**src/hw/rtl/text_line_number_caret_filter_unit_defines.svh**
```systemverilog
// Assertion macros shared by the text line number and caret filter RTL.
// Depends on nothing; included by the modules that carry assertions.
`ifndef TEXT_LINE_NUMBER_CARET_FILTER_UNIT_DEFINES_SVH
`define TEXT_LINE_NUMBER_CARET_FILTER_UNIT_DEFINES_SVH

// Same-cycle implication, checked at every rising edge outside reset.
`define TLNCF_ASSERT_NOW(name, clk, rst, ante, cons, msg) \
   name: assert property (@(posedge clk) disable iff (rst) (ante) |-> (cons)) \
      else $error(msg);

// Next-cycle implication, checked at every rising edge outside reset.
`define TLNCF_ASSERT_NEXT(name, clk, rst, ante, cons, msg) \
   name: assert property (@(posedge clk) disable iff (rst) (ante) |=> (cons)) \
      else $error(msg);

`endif

```
**src/hw/rtl/tlncf_pkg.sv**
```systemverilog
// Package for the text line number and caret filter: character codes,
// register indexes and the job record passed from front to back. No dependencies.
package tlncf_pkg;

   // Character codes
   localparam logic [7:0] CHAR_TAB   = 8'h09;
   localparam logic [7:0] CHAR_LF    = 8'h0A;
   localparam logic [7:0] CHAR_SPACE = 8'h20;
   localparam logic [7:0] CHAR_ZERO  = 8'h30;
   localparam logic [7:0] CHAR_AT    = 8'h40;
   localparam logic [7:0] CHAR_I     = 8'h49;
   localparam logic [7:0] CHAR_CARET = 8'h5E;
   localparam logic [7:0] CTRL_LIMIT = 8'd32;

   // Entries in the job queue between front and back
   localparam int QUEUE_DEPTH = 4;

   // Configuration register indexes
   typedef enum logic [1:0] {
      CSR_NUMBER_ALL      = 2'd0,
      CSR_NUMBER_NONBLANK = 2'd1,
      CSR_SHOW_CONTROL    = 2'd2,
      CSR_TAB_CARET       = 2'd3
   } tlncf_csr_type;

   // One classified input byte
   typedef struct packed {
      logic       number;   // emit the line number prefix first
      logic       caret;    // emit '^' before data
      logic [7:0] data;     // final byte of the beat run
   } tlncf_job_type;

endpackage

```
**src/hw/rtl/tlncf_front.sv**
```systemverilog
// Front end of the filter: configuration registers, line state, BCD line count
// and classification of each input byte into a job. Depends on tlncf_pkg.
`include "text_line_number_caret_filter_unit_defines.svh"

module tlncf_front import tlncf_pkg::*; #(
   parameter int NUMBER_DIGITS = 6
) (
   input  logic                          clock,
   input  logic                          reset,
   input  logic                          csr_write_en,
   input  logic [1:0]                    csr_index,
   input  logic [0:0]                    csr_wdata,
   input  logic                          req_valid,
   output logic                          req_stall,
   input  logic [7:0]                    req_in_byte,
   input  logic                          queue_full,
   output logic                          push,
   output tlncf_job_type                 push_job,
   output logic [NUMBER_DIGITS-1:0][3:0] push_digits,
   output logic [NUMBER_DIGITS-1:0]      push_blank
);

   localparam logic [NUMBER_DIGITS*4-1:0] COUNT_ONE = (NUMBER_DIGITS*4)'(1);

   logic                          number_all_ff;
   logic                          number_nonblank_ff;
   logic                          show_control_ff;
   logic                          tab_caret_ff;
   logic [NUMBER_DIGITS-1:0][3:0] count_ff, count_in;
   logic                          at_start_ff, at_start_in;
   logic                          accept;
   logic                          is_lf;
   logic                          do_number;
   logic                          carry;
   logic                          zero_run;

   // Accept whenever the queue has room
   assign req_stall = queue_full;
   assign accept    = req_valid & ~req_stall;
   assign push      = accept;

   // Classify the byte
   assign is_lf     = (req_in_byte == CHAR_LF);
   assign do_number = at_start_ff &
                      (number_all_ff | (number_nonblank_ff & ~is_lf));

   always_comb begin
      push_job.number = do_number;
      push_job.caret  = 1'b0;
      push_job.data   = req_in_byte;
      priority if (show_control_ff && (req_in_byte < CTRL_LIMIT) && !is_lf &&
                   (req_in_byte != CHAR_TAB)) begin
         push_job.caret = 1'b1;
         push_job.data  = CHAR_AT | req_in_byte;
      end else if (tab_caret_ff && (req_in_byte == CHAR_TAB)) begin
         push_job.caret = 1'b1;
         push_job.data  = CHAR_I;
      end else begin
         push_job.data  = req_in_byte;
      end
   end

   // Hand the current count to the back end, with its leading-space mask
   assign push_digits = count_ff;

   always_comb begin
      zero_run = 1'b1;
      for (int j = NUMBER_DIGITS - 1; j >= 0; j--) begin
         zero_run      = zero_run & (count_ff[j] == 4'd0);
         push_blank[j] = zero_run & (j != 0);
      end
   end

   // Advance the BCD count, hold at all nines
   always_comb begin
      carry = 1'b1;
      for (int j = 0; j < NUMBER_DIGITS; j++) begin
         if (carry) begin
            count_in[j] = (count_ff[j] == 4'd9) ? 4'd0 : count_ff[j] + 4'd1;
         end else begin
            count_in[j] = count_ff[j];
         end
         carry = carry & (count_ff[j] == 4'd9);
      end
      if (carry) begin
         count_in = count_ff;
      end
   end

   // Line start: cleared by a number, set by a newline
   always_comb begin
      at_start_in = at_start_ff;
      if (do_number) begin
         at_start_in = 1'b0;
      end
      if (is_lf) begin
         at_start_in = 1'b1;
      end
   end

   // Hold configuration and line state
   always_ff @(posedge clock) begin
      if (reset) begin
         number_all_ff      <= 1'b0;
         number_nonblank_ff <= 1'b0;
         show_control_ff    <= 1'b0;
         tab_caret_ff       <= 1'b0;
         count_ff           <= COUNT_ONE;
         at_start_ff        <= 1'b1;
      end else begin
         if (csr_write_en) begin
            unique case (tlncf_csr_type'(csr_index))
               CSR_NUMBER_ALL:      number_all_ff      <= csr_wdata[0];
               CSR_NUMBER_NONBLANK: number_nonblank_ff <= csr_wdata[0];
               CSR_SHOW_CONTROL:    show_control_ff    <= csr_wdata[0];
               CSR_TAB_CARET:       tab_caret_ff       <= csr_wdata[0];
               default: ;
            endcase
         end
         if (accept) begin
            at_start_ff <= at_start_in;
            if (do_number) begin
               count_ff <= count_in;
            end
         end
      end
   end

   `TLNCF_ASSERT_NOW(a_no_push_full, clock, reset, queue_full, !push, "push into full queue")
   `TLNCF_ASSERT_NEXT(a_number_clears_start, clock, reset, accept && do_number && !is_lf, !at_start_ff, "line start not cleared after number")

endmodule

```
**src/hw/rtl/tlncf_queue.sv**
```systemverilog
// Short job queue in flip-flops between the front and back ends of the filter.
// Depends on tlncf_pkg for its depth.
`include "text_line_number_caret_filter_unit_defines.svh"

module tlncf_queue import tlncf_pkg::*; #(
   parameter int WIDTH = 8
) (
   input  logic             clock,
   input  logic             reset,
   input  logic             push,
   input  logic [WIDTH-1:0] push_data,
   input  logic             pop,
   output logic             full,
   output logic             head_valid,
   output logic [WIDTH-1:0] head_data
);

   localparam int PTRW = (QUEUE_DEPTH > 1) ? $clog2(QUEUE_DEPTH) : 1;
   localparam int CNTW = $clog2(QUEUE_DEPTH + 1);
   localparam logic [CNTW-1:0] COUNT_FULL = CNTW'(QUEUE_DEPTH);
   localparam logic [PTRW-1:0] PTR_LAST   = PTRW'(QUEUE_DEPTH - 1);

   logic [WIDTH-1:0] entries_ff [QUEUE_DEPTH];
   logic [PTRW-1:0]  wr_ptr_ff, wr_ptr_in;
   logic [PTRW-1:0]  rd_ptr_ff, rd_ptr_in;
   logic [CNTW-1:0]  count_ff, count_in;

   assign full       = (count_ff == COUNT_FULL);
   assign head_valid = (count_ff != '0);
   assign head_data  = entries_ff[rd_ptr_ff];

   // Advance pointers with wrap, track fill level
   always_comb begin
      wr_ptr_in = wr_ptr_ff;
      rd_ptr_in = rd_ptr_ff;
      count_in  = count_ff;
      if (push) begin
         wr_ptr_in = (wr_ptr_ff == PTR_LAST) ? '0 : wr_ptr_ff + 1'b1;
      end
      if (pop) begin
         rd_ptr_in = (rd_ptr_ff == PTR_LAST) ? '0 : rd_ptr_ff + 1'b1;
      end
      if (push && !pop) begin
         count_in = count_ff + 1'b1;
      end else if (pop && !push) begin
         count_in = count_ff - 1'b1;
      end
   end

   always_ff @(posedge clock) begin
      if (reset) begin
         wr_ptr_ff <= '0;
         rd_ptr_ff <= '0;
         count_ff  <= '0;
      end else begin
         wr_ptr_ff <= wr_ptr_in;
         rd_ptr_ff <= rd_ptr_in;
         count_ff  <= count_in;
      end
   end

   // Store payload, no reset
   always_ff @(posedge clock) begin
      if (push) begin
         entries_ff[wr_ptr_ff] <= push_data;
      end
   end

   `TLNCF_ASSERT_NOW(a_count_bound, clock, reset, 1'b1, count_ff <= COUNT_FULL, "queue count over depth")
   `TLNCF_ASSERT_NOW(a_pop_nonempty, clock, reset, pop, count_ff != '0, "pop from empty queue")

endmodule

```
**src/hw/rtl/tlncf_back.sv**
```systemverilog
// Back end of the filter: expands the job at the queue head into output beats
// through a registered output stage. Depends on tlncf_pkg.
`include "text_line_number_caret_filter_unit_defines.svh"

module tlncf_back import tlncf_pkg::*; #(
   parameter int NUMBER_DIGITS = 6
) (
   input  logic                          clock,
   input  logic                          reset,
   input  logic                          head_valid,
   input  tlncf_job_type                 head_job,
   input  logic [NUMBER_DIGITS-1:0][3:0] head_digits,
   input  logic [NUMBER_DIGITS-1:0]      head_blank,
   output logic                          pop,
   output logic                          rsp_valid,
   input  logic                          rsp_stall,
   output logic [7:0]                    rsp_out_byte,
   output logic                          rsp_last_of_run
);

   localparam int PW = $clog2(NUMBER_DIGITS + 3);
   localparam int DW = (NUMBER_DIGITS > 1) ? $clog2(NUMBER_DIGITS) : 1;
   localparam logic [PW-1:0] POS_TOP  = PW'(NUMBER_DIGITS - 1);
   localparam logic [PW-1:0] POS_TAB  = PW'(NUMBER_DIGITS);
   localparam logic [PW-1:0] POS_CHAR = PW'(NUMBER_DIGITS + 1);
   localparam logic [PW-1:0] POS_DATA = PW'(NUMBER_DIGITS + 2);

   logic [PW-1:0] pos_ff, pos_in;
   logic          valid_ff;
   logic [7:0]    byte_ff;
   logic          last_ff;
   logic [PW-1:0] eff;
   logic [PW-1:0] sel;
   logic [DW-1:0] digit_idx;
   logic [3:0]    digit;
   logic [7:0]    gen_byte;
   logic          gen_last;
   logic          advance;

   // Position within the full run; jobs without a number skip the prefix
   assign eff       = head_job.number ? pos_ff : pos_ff + POS_CHAR;
   assign sel       = POS_TOP - eff;
   assign digit_idx = sel[DW-1:0];
   assign digit     = head_digits[digit_idx];

   // Pick the beat for this position
   always_comb begin
      priority if (eff < POS_TAB) begin
         gen_byte = head_blank[digit_idx] ? CHAR_SPACE : (CHAR_ZERO | {4'd0, digit});
      end else if (eff == POS_TAB) begin
         gen_byte = CHAR_TAB;
      end else if (eff == POS_CHAR) begin
         gen_byte = head_job.caret ? CHAR_CARET : head_job.data;
      end else begin
         gen_byte = head_job.data;
      end
   end

   assign gen_last = ((eff == POS_CHAR) && !head_job.caret) || (eff == POS_DATA);

   // Load the output register when it is empty or being taken
   assign advance = head_valid & (~valid_ff | ~rsp_stall);
   assign pop     = advance & gen_last;

   always_comb begin
      pos_in = pos_ff;
      if (advance) begin
         pos_in = gen_last ? '0 : pos_ff + 1'b1;
      end
   end

   always_ff @(posedge clock) begin
      if (reset) begin
         valid_ff <= 1'b0;
         pos_ff   <= '0;
      end else begin
         pos_ff <= pos_in;
         if (!valid_ff || !rsp_stall) begin
            valid_ff <= head_valid;
         end
      end
   end

   // Output payload, no reset
   always_ff @(posedge clock) begin
      if (advance) begin
         byte_ff <= gen_byte;
         last_ff <= gen_last;
      end
   end

   assign rsp_valid       = valid_ff;
   assign rsp_out_byte    = byte_ff;
   assign rsp_last_of_run = last_ff;

   `TLNCF_ASSERT_NOW(a_pos_bound, clock, reset, 1'b1, pos_ff <= POS_DATA, "run position out of range")
   `TLNCF_ASSERT_NEXT(a_pos_step, clock, reset, advance && !gen_last, pos_ff == $past(pos_ff) + 1'b1, "run position did not step")

endmodule

```
**src/hw/rtl/text_line_number_caret_filter_unit.sv**
```systemverilog
// Text line number and caret filter. Each input beat is one byte of text;
// it yields a run of 1 to NUMBER_DIGITS+3 output beats, last_of_run marking
// the final one. A line number (right-justified, space padded, then a tab)
// leads the first byte of a line when numbering is on; control bytes and tab
// may come out as caret pairs. The output stage sends one beat per cycle
// while jobs are queued and rsp_stall is low. Input is taken while the
// four-entry job queue has room, independent of the output stall. Configuration
// is written through csr_*, which the user must do only while the block is idle;
// the block itself does not enforce it. Only bit 0 of the data is used.
// Depends on tlncf_pkg, tlncf_front, tlncf_queue and tlncf_back.
module text_line_number_caret_filter_unit import tlncf_pkg::*; #(
   parameter int NUMBER_DIGITS = 6
) (
   input  logic       clock,
   input  logic       reset,
   input  logic       csr_write_en,
   input  logic [1:0] csr_index,
   input  logic [0:0] csr_wdata,
   input  logic       req_valid,
   output logic       req_stall,
   input  logic [7:0] req_in_byte,
   output logic       rsp_valid,
   input  logic       rsp_stall,
   output logic [7:0] rsp_out_byte,
   output logic       rsp_last_of_run
);

   localparam int JOBW   = $bits(tlncf_job_type);
   localparam int QWIDTH = JOBW + NUMBER_DIGITS * 5;

   logic                          push;
   tlncf_job_type                 push_job;
   logic [NUMBER_DIGITS-1:0][3:0] push_digits;
   logic [NUMBER_DIGITS-1:0]      push_blank;
   logic                          queue_full;
   logic                          pop;
   logic                          head_valid;
   logic [QWIDTH-1:0]             head_data;
   tlncf_job_type                 head_job;
   logic [NUMBER_DIGITS-1:0][3:0] head_digits;
   logic [NUMBER_DIGITS-1:0]      head_blank;

   // Classify bytes and keep line state
   tlncf_front #(
      .NUMBER_DIGITS (NUMBER_DIGITS)
   ) u_front (
      .clock        (clock),
      .reset        (reset),
      .csr_write_en (csr_write_en),
      .csr_index    (csr_index),
      .csr_wdata    (csr_wdata),
      .req_valid    (req_valid),
      .req_stall    (req_stall),
      .req_in_byte  (req_in_byte),
      .queue_full   (queue_full),
      .push         (push),
      .push_job     (push_job),
      .push_digits  (push_digits),
      .push_blank   (push_blank)
   );

   // Decouple front and back
   tlncf_queue #(
      .WIDTH (QWIDTH)
   ) u_queue (
      .clock      (clock),
      .reset      (reset),
      .push       (push),
      .push_data  ({push_job, push_digits, push_blank}),
      .pop        (pop),
      .full       (queue_full),
      .head_valid (head_valid),
      .head_data  (head_data)
   );

   assign head_job    = tlncf_job_type'(head_data[QWIDTH-1 -: JOBW]);
   assign head_digits = head_data[NUMBER_DIGITS*5-1 : NUMBER_DIGITS];
   assign head_blank  = head_data[NUMBER_DIGITS-1:0];

   // Expand jobs into output beats
   tlncf_back #(
      .NUMBER_DIGITS (NUMBER_DIGITS)
   ) u_back (
      .clock           (clock),
      .reset           (reset),
      .head_valid      (head_valid),
      .head_job        (head_job),
      .head_digits     (head_digits),
      .head_blank      (head_blank),
      .pop             (pop),
      .rsp_valid       (rsp_valid),
      .rsp_stall       (rsp_stall),
      .rsp_out_byte    (rsp_out_byte),
      .rsp_last_of_run (rsp_last_of_run)
   );

endmodule

```
**config.mk**
```make
export PLATFORM = sky130hd
export DESIGN_NAME = text_line_number_caret_filter_unit
export DESIGN_NICKNAME = d
export VERILOG_FILES = /design/src/hw/rtl/tlncf_pkg.sv /design/src/hw/rtl/tlncf_front.sv /design/src/hw/rtl/tlncf_queue.sv /design/src/hw/rtl/tlncf_back.sv /design/src/hw/rtl/text_line_number_caret_filter_unit.sv
export VERILOG_INCLUDE_DIRS = /design/src /design/src/hw/rtl
export SDC_FILE = /design/constraint.sdc
export NUM_CORES = 1
export LEC_CHECK = 0
export BUFFER_PORTS_ARGS = -buffer_cell sky130_fd_sc_hd__buf_2
export CAP_MARGIN = 10
export CORE_AREA = 2 2 130 132
export CTS_CLUSTER_DIAMETER = 50
export DETAILED_ROUTE_END_ITERATION = 8
export DIE_AREA = 0 0 132 134
export MAX_ROUTING_LAYER = met4
export PLACE_DENSITY = 0.75
export SLEW_MARGIN = 20
export SYNTH_ARGS = -nofsm -noshare
export SYNTH_HDL_FRONTEND = slang
export SYNTH_SLANG_ARGS = --single-unit
```
**constraint.sdc**
```tcl
create_clock -name clock -period 3.25 [get_ports clock]
set_input_delay 0.65 -clock clock [delete_from_list [all_inputs] [get_ports clock]]
set_output_delay 0.65 -clock clock [all_outputs]
set_load 0.02 [all_outputs]
```
==> results of run 1 <==
-- cell type report --
cell class,count,area share (%)
Multi-Input combinational cell,364,28.64
Sequential cell,208,55.94
Timing Repair Buffer,56,3.525
Clock buffer,28,6.099
Clock inverter,13,2.466
Tap cell,220,2.646
Inverter,19,0.6857
-- flip-flops by register name (all words and copies together), names as in the netlist, 2 cells and up, named ones only --
name	cells
u_back.pos_ff	4
u_queue.entries_ff	156
u_queue.wr_ptr_ff	2
u_back.rsp_out_byte	8
u_front.push_digits	24
u_queue.count_ff	3
u_queue.rd_ptr_ff	2
-- cells in the mapped netlist, types with 2 or more instances --
cell	n	area, sq um
nor4_1	5	31.28
xnor2_1	4	35.03
dfxtp_1	43	860.8
or3_1	3	18.77
nor3b_1	5	37.54
mux4_2	37	833.3
a21o_1	3	22.52
nand3_1	12	60.06
o21ai_0	19	95.09
a31oi_1	5	31.28
ha_1	9	112.6
buf_2	8	40.04
or2_2	2	12.51
buf_6	2	22.52
nand4_1	3	18.77
and4b_1	2	20.02
o22ai_1	18	112.6
nor2_1	61	229.0
nand2_1	30	112.6
clkbuf_1	21	78.83
nor3_1	18	90.09
edfxtp_1	165	4955
mux2i_1	24	240.2
xnor2_2	2	32.53
or4_1	3	22.52
xor2_1	10	87.58
and2_1	7	43.79
and3_1	4	25.02
inv_1	18	67.56
mux2_2	6	67.56
a22oi_1	2	15.01
a21oi_1	21	105.1
nand2b_1	4	25.02
nor2b_1	11	68.82
a2bb2oi_1	2	17.52
buf_1	3	11.26
a221o_1	2	20.02
a211o_1	3	26.28
o211ai_1	4	30.03
o221ai_1	3	26.28
-- stage by stage --
stage	std cells	hold WS [ns]	utilization, %
floorplan	626	0.4321	-
global placement	865	0.4429	57.96
detailed placement	865	0.4614	57.96
CTS	906	0.3759	63.43
global route	908	0.3899	63.85
finish	908	0.3878	63.85
-- per-layer routing --
layer / share of wire [%] / GRT usage [%] / up-vias / routed length (um)
li1: - / - / 2488 / -
met1: 41 / 26.81 / 2682 / 7238
met2: 51 / 35.79 / 179 / 9153
met3: 5.5 / 3.023 / 41 / 971
met4: 2.4 / 6.461 / 0 / 429
met5: 0 / - / - / 0
-- worst max-delay path, delay by kind of cell, from the launching register on --
family | cells | cell delay [ns]
AO/OA/AOI/OAI | 2 | 0.27
AND/OR/NAND/NOR | 3 | 0.67
multiplexers | 1 | 0.55
buffers and inverters | 3 | 0.30
adder cells (fa/ha/maj) | 2 | 0.52
XOR/XNOR | 2 | 0.33
flip-flops | 1 | 0.41
-- kinds of logic after synthesis --
group	share of synthesized area [%]
xor+xnor	1.728
compound gates	6.703
mux	12.71
fa+ha+maj	1.477
flops	64.77
simple gates	10.03
buf+inv	2.578
-- power groups by stage --
stage / logic (mW) / registers [mW] / clock network (mW)
2_1_floorplan: 1.40 / 3.43 / 0
3_3_place_gp: 2.01 / 3.35 / 0
3_5_place_dp: 2.08 / 3.37 / 0
4_1_cts: 2.10 / 3.32 / 3.02
5_1_grt: 2.35 / 3.35 / 3.13
6_report: 2.18 / 3.32 / 2.97
-- worst paths after layout --
check,start,endpoint,cells past startpoint
max,u_queue.entries_ff[3][38]$_DFFE_PP_,u_queue.count_ff[2]$_SDFFE_PP0P_,13
min,req_in_byte[4],u_queue.entries_ff[1][33]$_DFFE_PP_,1
max reg2reg,u_queue.entries_ff[3][38]$_DFFE_PP_,u_queue.count_ff[2]$_SDFFE_PP0P_,13
min reg2reg,u_back.rsp_valid$_SDFFE_PP0N_,u_back.rsp_valid$_SDFFE_PP0N_,2
-- timing repair --
action,CTS,global route
endpoints found under the setup margin,0,1
buffers inserted,0,2
resized for setup,0,10
endpoints found under the hold margin,0,0
-- placed cells by master, fill, tap and decap left out, types with 5 or more instances in the layout --
| master | synthesis | routed |
|---|---|---|
| buf_4 | 1 | 28 |
| xor2_1 | 10 | 9 |
| edfxtp_1 | 165 | 165 |
| a31oi_1 | 5 | 5 |
| clkbuf_16 | 0 | 23 |
| bufinv_16 | 0 | 7 |
| nor3b_1 | 5 | 5 |
| nand2_1 | 30 | 30 |
| a21oi_1 | 21 | 20 |
| dfxtp_1 | 43 | 41 |
| buf_2 | 8 | 26 |
| inv_1 | 18 | 18 |
| o21ai_0 | 19 | 19 |
| nor4_1 | 5 | 5 |
| mux4_2 | 37 | 37 |
| mux2i_1 | 24 | 24 |
| nand3_1 | 12 | 12 |
| nor3_1 | 18 | 18 |
| o22ai_1 | 18 | 18 |
| ha_1 | 9 | 8 |
| mux2_2 | 6 | 5 |
| nor2b_1 | 11 | 11 |
| nor2_1 | 61 | 61 |
==> impl_metrics.ini, run 1 <==
[grt]
grt_max_degree = 40
gr-total-overflow = 0
grt_pass1_wl_um = 28510
grt_usage_pct = 21.16
grt_pass1_vias = 5419
antenna_found_initial = 0

[clocking]
root_buffer = clkbuf_16
clock_path_buffers = 3
clock_latency_ns = 0.50
cts_buffers = 23
htreeDepth = 1
cts_tree = yes
clkTransAtPathRegs_ns = 0.06
postCtsHoldBufs = 0
cts_sinks = 208

[cells_and_area]
drive_above_1_share_pct = 23.11
fin_nets = 698
regArea_sq_um = 5818
multiInputGateArea_sq_um = 2979
final_cell_area_sq_um = 10400
n_antenna_cell = 0
area_delta_synth_final_pct = 15.84
nFillCells = 1152

[critical_path]
r2r_slack_ns = 0.13
worstPathRequired_ns = 3.68
cp.arrival_ns = 3.54
start_kind = flop
worstPathCellList = mux4_2 > buf_6 > nor2_8 > xnor2_4 > o32ai_4 > and2_4 > inv_1 > ha_2 > inv_1 > fa_2 > xor2_1 > or3_1 > a21oi_2
max_stage_delay_ns = 0.55
worstPathMaxFanout = 5
end_kind = flop
crit_type = flop to flop
cp_slowest_cell = mux4_2
worst_path_most_repeated_cell = inv_1

[power_and_ir_drop]
powerDensity_nw_per_um2 = 814.9
p_clk_share_pct = 35.1
p_comb_share_pct = 25.8
pwr-share-seq_pct = 39.1
power.total_mw = 8.476
internal_power_mw = 6.061
swShare_pct = 28.50
ir_drop_v = 0.0005636
switchingPower_mw = 2.415
leakage_nw = 3.598

[synth]
netlist_instances = 626
synth_warnings = 0
netlist_area_sq_um = 8979
ys_async_sr_fraction_pct = 0
synth_seq_cells = 208
synth_edf_count = 165
synth_flop_cell = edfxtp_1
post_synth.cell_area_avg_sq_um = 14.34
synthDistinctLibCells = 62
synth_nets = 652
seq_area_frac_synth_pct = 64.77

[sta]
fin_worst_skew_ns = 0.009954
slew_headroom_pct = 49.94
tightest_slew_ns = 0.7441
finalCriticalPeriod_ns = 3.118
slew_viol_final = 0
setup_ws_ns = 0.1316
period_share_pct = 95.95
max_freq_mhz = 320.7
finalSetupViolCount = 0
rsz0062_at_grt = false
setup-tns-final_ns = 0
hold_viol = 0

[die]
io_pins = 27
dieHeight_um = 134
core_sq_um = 16290
dieArea_sq_um = 17690
die_x_um = 132
rows = 47
floorplan.initialDensity_pct = 55.12

[outcome]
outcome = complete, no violations

[run]
max-cap-violations = 0

[detailed_routing]
wirelength_um = 17790
drc = 0
ant_nets = 0
via_per_inst = 5.936
first_iter_violations = 485
wire_per_inst_um = 19.59
dr.pass1.iters = 5
num_vias = 5390

[place]
dp_hpwl_um = 11410
place_area_sq_um = 9442
io_buffers = 26
place.gp.congestion = 0.8477
pre_cts_ws_ns = 0.07499

[worst_hold_path]
min_path_type = primary input to flop
Power figures use the tool's default switching activity.
==> run 2, diff against run 1 <==
--- a/config.mk
+++ b/config.mk
@@ -6,14 +6,14 @@
 export SDC_FILE = /design/constraint.sdc
 export NUM_CORES = 1
 export LEC_CHECK = 0
-export BUFFER_PORTS_ARGS = -buffer_cell sky130_fd_sc_hd__buf_2
 export CAP_MARGIN = 10
-export CORE_AREA = 2 2 130 132
+export CORE_AREA = 2 2 129 131
 export CTS_CLUSTER_DIAMETER = 50
 export DETAILED_ROUTE_END_ITERATION = 8
-export DIE_AREA = 0 0 132 134
+export DIE_AREA = 0 0 131 133
+export DONT_BUFFER_PORTS = 1
 export MAX_ROUTING_LAYER = met4
-export PLACE_DENSITY = 0.75
+export PLACE_DENSITY = 0.74
 export SLEW_MARGIN = 20
 export SYNTH_ARGS = -nofsm -noshare
 export SYNTH_HDL_FRONTEND = slang
==> run 2 against run 1 <==
  * Clock skew up 0.0045 ns
  * Register-to-register slack better by 0.02 ns
  * Worst setup slack better by 0.016 ns
  * Combinational power down 8%
  * Die area down 1.5%
  * Via count down 3.0%
  * First-iteration DRC count down 26%
  * Wire length down 1.1%
  * Worst hold slack worse by 0.17 ns
  * Clock power down 17%
  * Non-clock buffer count down 23
  * Critical path type unchanged
  * Critical endpoint unchanged
  * Largest power group unchanged
==> impl_metrics.ini, run 2 (synthesis gave the netlist of run 1 again) <==
[grt]
grt_pass1_wl_um = 28430
grt_usage_pct = 21.99
antenna_found_initial = 1
grt_pass1_vias = 5339
gr-total-overflow = 0
grt_max_degree = 44

[clocking]
postCtsHoldBufs = 0
clock_path_buffers = 3
cts_tree = yes
cts_sinks = 208
root_buffer = clkbuf_16
htreeDepth = 1
cts_buffers = 22
clkTransAtPathRegs_ns = 0.06
clock_latency_ns = 0.50

[place]
dp_hpwl_um = 11470
io_buffers = 0
place.gp.congestion = 0.8858
dp_cells = 840

[cells_and_area]
layout.cells.non_filler = 885
top_register = u_queue.entries_ff
nFillCells = 1166
multiInputGateArea_sq_um = 2964
area_delta_synth_final_pct = 12.51
mostFrequentLayoutCells = edfxtp_1, nor2_1, dfxtp_1
regArea_sq_um = 5819
drive_above_1_share_pct = 19.58
final_common_cell = edfxtp_1
fin_nets = 674
largest_reg_flops = 156

[die]
core_sq_um = 16170
io_pins = 27
floorplan.initialDensity_pct = 55.52
die_x_um = 131
dieArea_sq_um = 17420
dieHeight_um = 133
rows = 47

[detailed_routing]
first_iter_violations = 358
wirelength_um = 17590
wire_per_inst_um = 19.88
num_vias = 5226
dr.pass1.iters = 4
drc = 0
via_per_inst = 5.905
ant_nets = 0

[critical_path]
r2r_slack_ns = 0.15
worstPathRequired_ns = 3.67
max_stage_delay_ns = 0.55
end_kind = flop
cp_top_family = simple AND/OR/NAND/NOR gates
start_kind = flop
worstPathMaxFanout = 5
cp_num_buf_inv = 3
worstPathCellList = mux4_2 > buf_6 > nor2_8 > xnor2_4 > o32ai_4 > and2_4 > inv_1 > ha_2 > inv_1 > fa_2 > xor2_1 > or3_1 > a21oi_1
cp.arrival_ns = 3.52
crit_type = flop to flop
worst_path_most_repeated_cell = inv_1
cp_slowest_cell = mux4_2

[sta]
max_freq_mhz = 322.4
setup-tns-final_ns = 0
finalSetupViolCount = 0
period_share_pct = 95.44
hold_viol = 0
hold_ws_ns = 0.2176
fin_worst_skew_ns = 0.01441
rsz0062_at_grt = false
tightest_slew_ns = 0.7710
slew_viol_final = 0
slew_headroom_pct = 48.13
finalCriticalPeriod_ns = 3.102

[run]
max-cap-violations = 0

[worst_hold_path]
min_path_type = primary input to flop

[power_and_ir_drop]
ir_drop_v = 0.0004600
powerDensity_nw_per_um2 = 778.5
leakage_nw = 3.414

[outcome]
outcome = complete, no violations
run 2: per-layer routing:
layer	track usage, %	wire [um]	vias up
li1	-	-	2439
met1	28.92	7565	2589
met2	34.66	8550	159
met3	4.165	920	39
met4	7.447	555	0
met5	-	0	-
run 2: power by group:
| part | leakage [nW] | switching (mW) | internal (mW) | total [mW] |
|---|---|---|---|---|
| clock network | 0.353 | 0.989 | 1.47 | 2.46 |
| logic | 1.20 | 1.16 | 0.839 | 2.00 |
| registers | 1.86 | 0.181 | 3.22 | 3.40 |
| total | 3.41 | 2.33 | 5.53 | 7.86 |
run 2: metrics by stage:
stage / util [%] / setup WS (ns) / instance area, sq um / total power, mW
after floorplan: - / 0.1340 / 8979 / 4.824
after global placement: 57.62 / 0.2349 / 9319 / 5.291
after detailed placement: 57.62 / 0.07253 / 9319 / 5.376
after CTS: 62.07 / 0.03731 / 10040 / 7.848
after global routing: 62.47 / 0.001103 / 10100 / 8.223
final: 62.47 / 0.1480 / 10100 / 7.865
run 2: layout make-up:
class / instances / share of cell area [%]
flip-flops and latches: 208 / 57.60
repair buffers: 33 / 2.489
clock inverters: 7 / 0.6440
well taps: 220 / 2.725
multi-input cells: 364 / 29.34
inverters: 19 / 0.7060
clock buffers: 33 / 6.465
diodes: 1 / 0.02477
run 2: path summary, 6_finish.rpt:
path                                  startpoint                             endpoint  cells after the start
max          u_queue.entries_ff[3][38]$_DFFE_PP_     u_queue.count_ff[2]$_SDFFE_PP0P_                     13
min                                        reset  u_front.push_digits[9]$_SDFFE_PP0P_                      1
max reg2reg  u_queue.entries_ff[3][38]$_DFFE_PP_     u_queue.count_ff[2]$_SDFFE_PP0P_                     13
min reg2reg     u_front.at_start_ff$_SDFFE_PP1P_     u_front.at_start_ff$_SDFFE_PP1P_                      2
run 2: what timing repair did:
item	in CTS	in global routing
buffers inserted	0	4
endpoints found under the setup margin	0	1
resized for setup	0	8
endpoints found under the hold margin	0	0
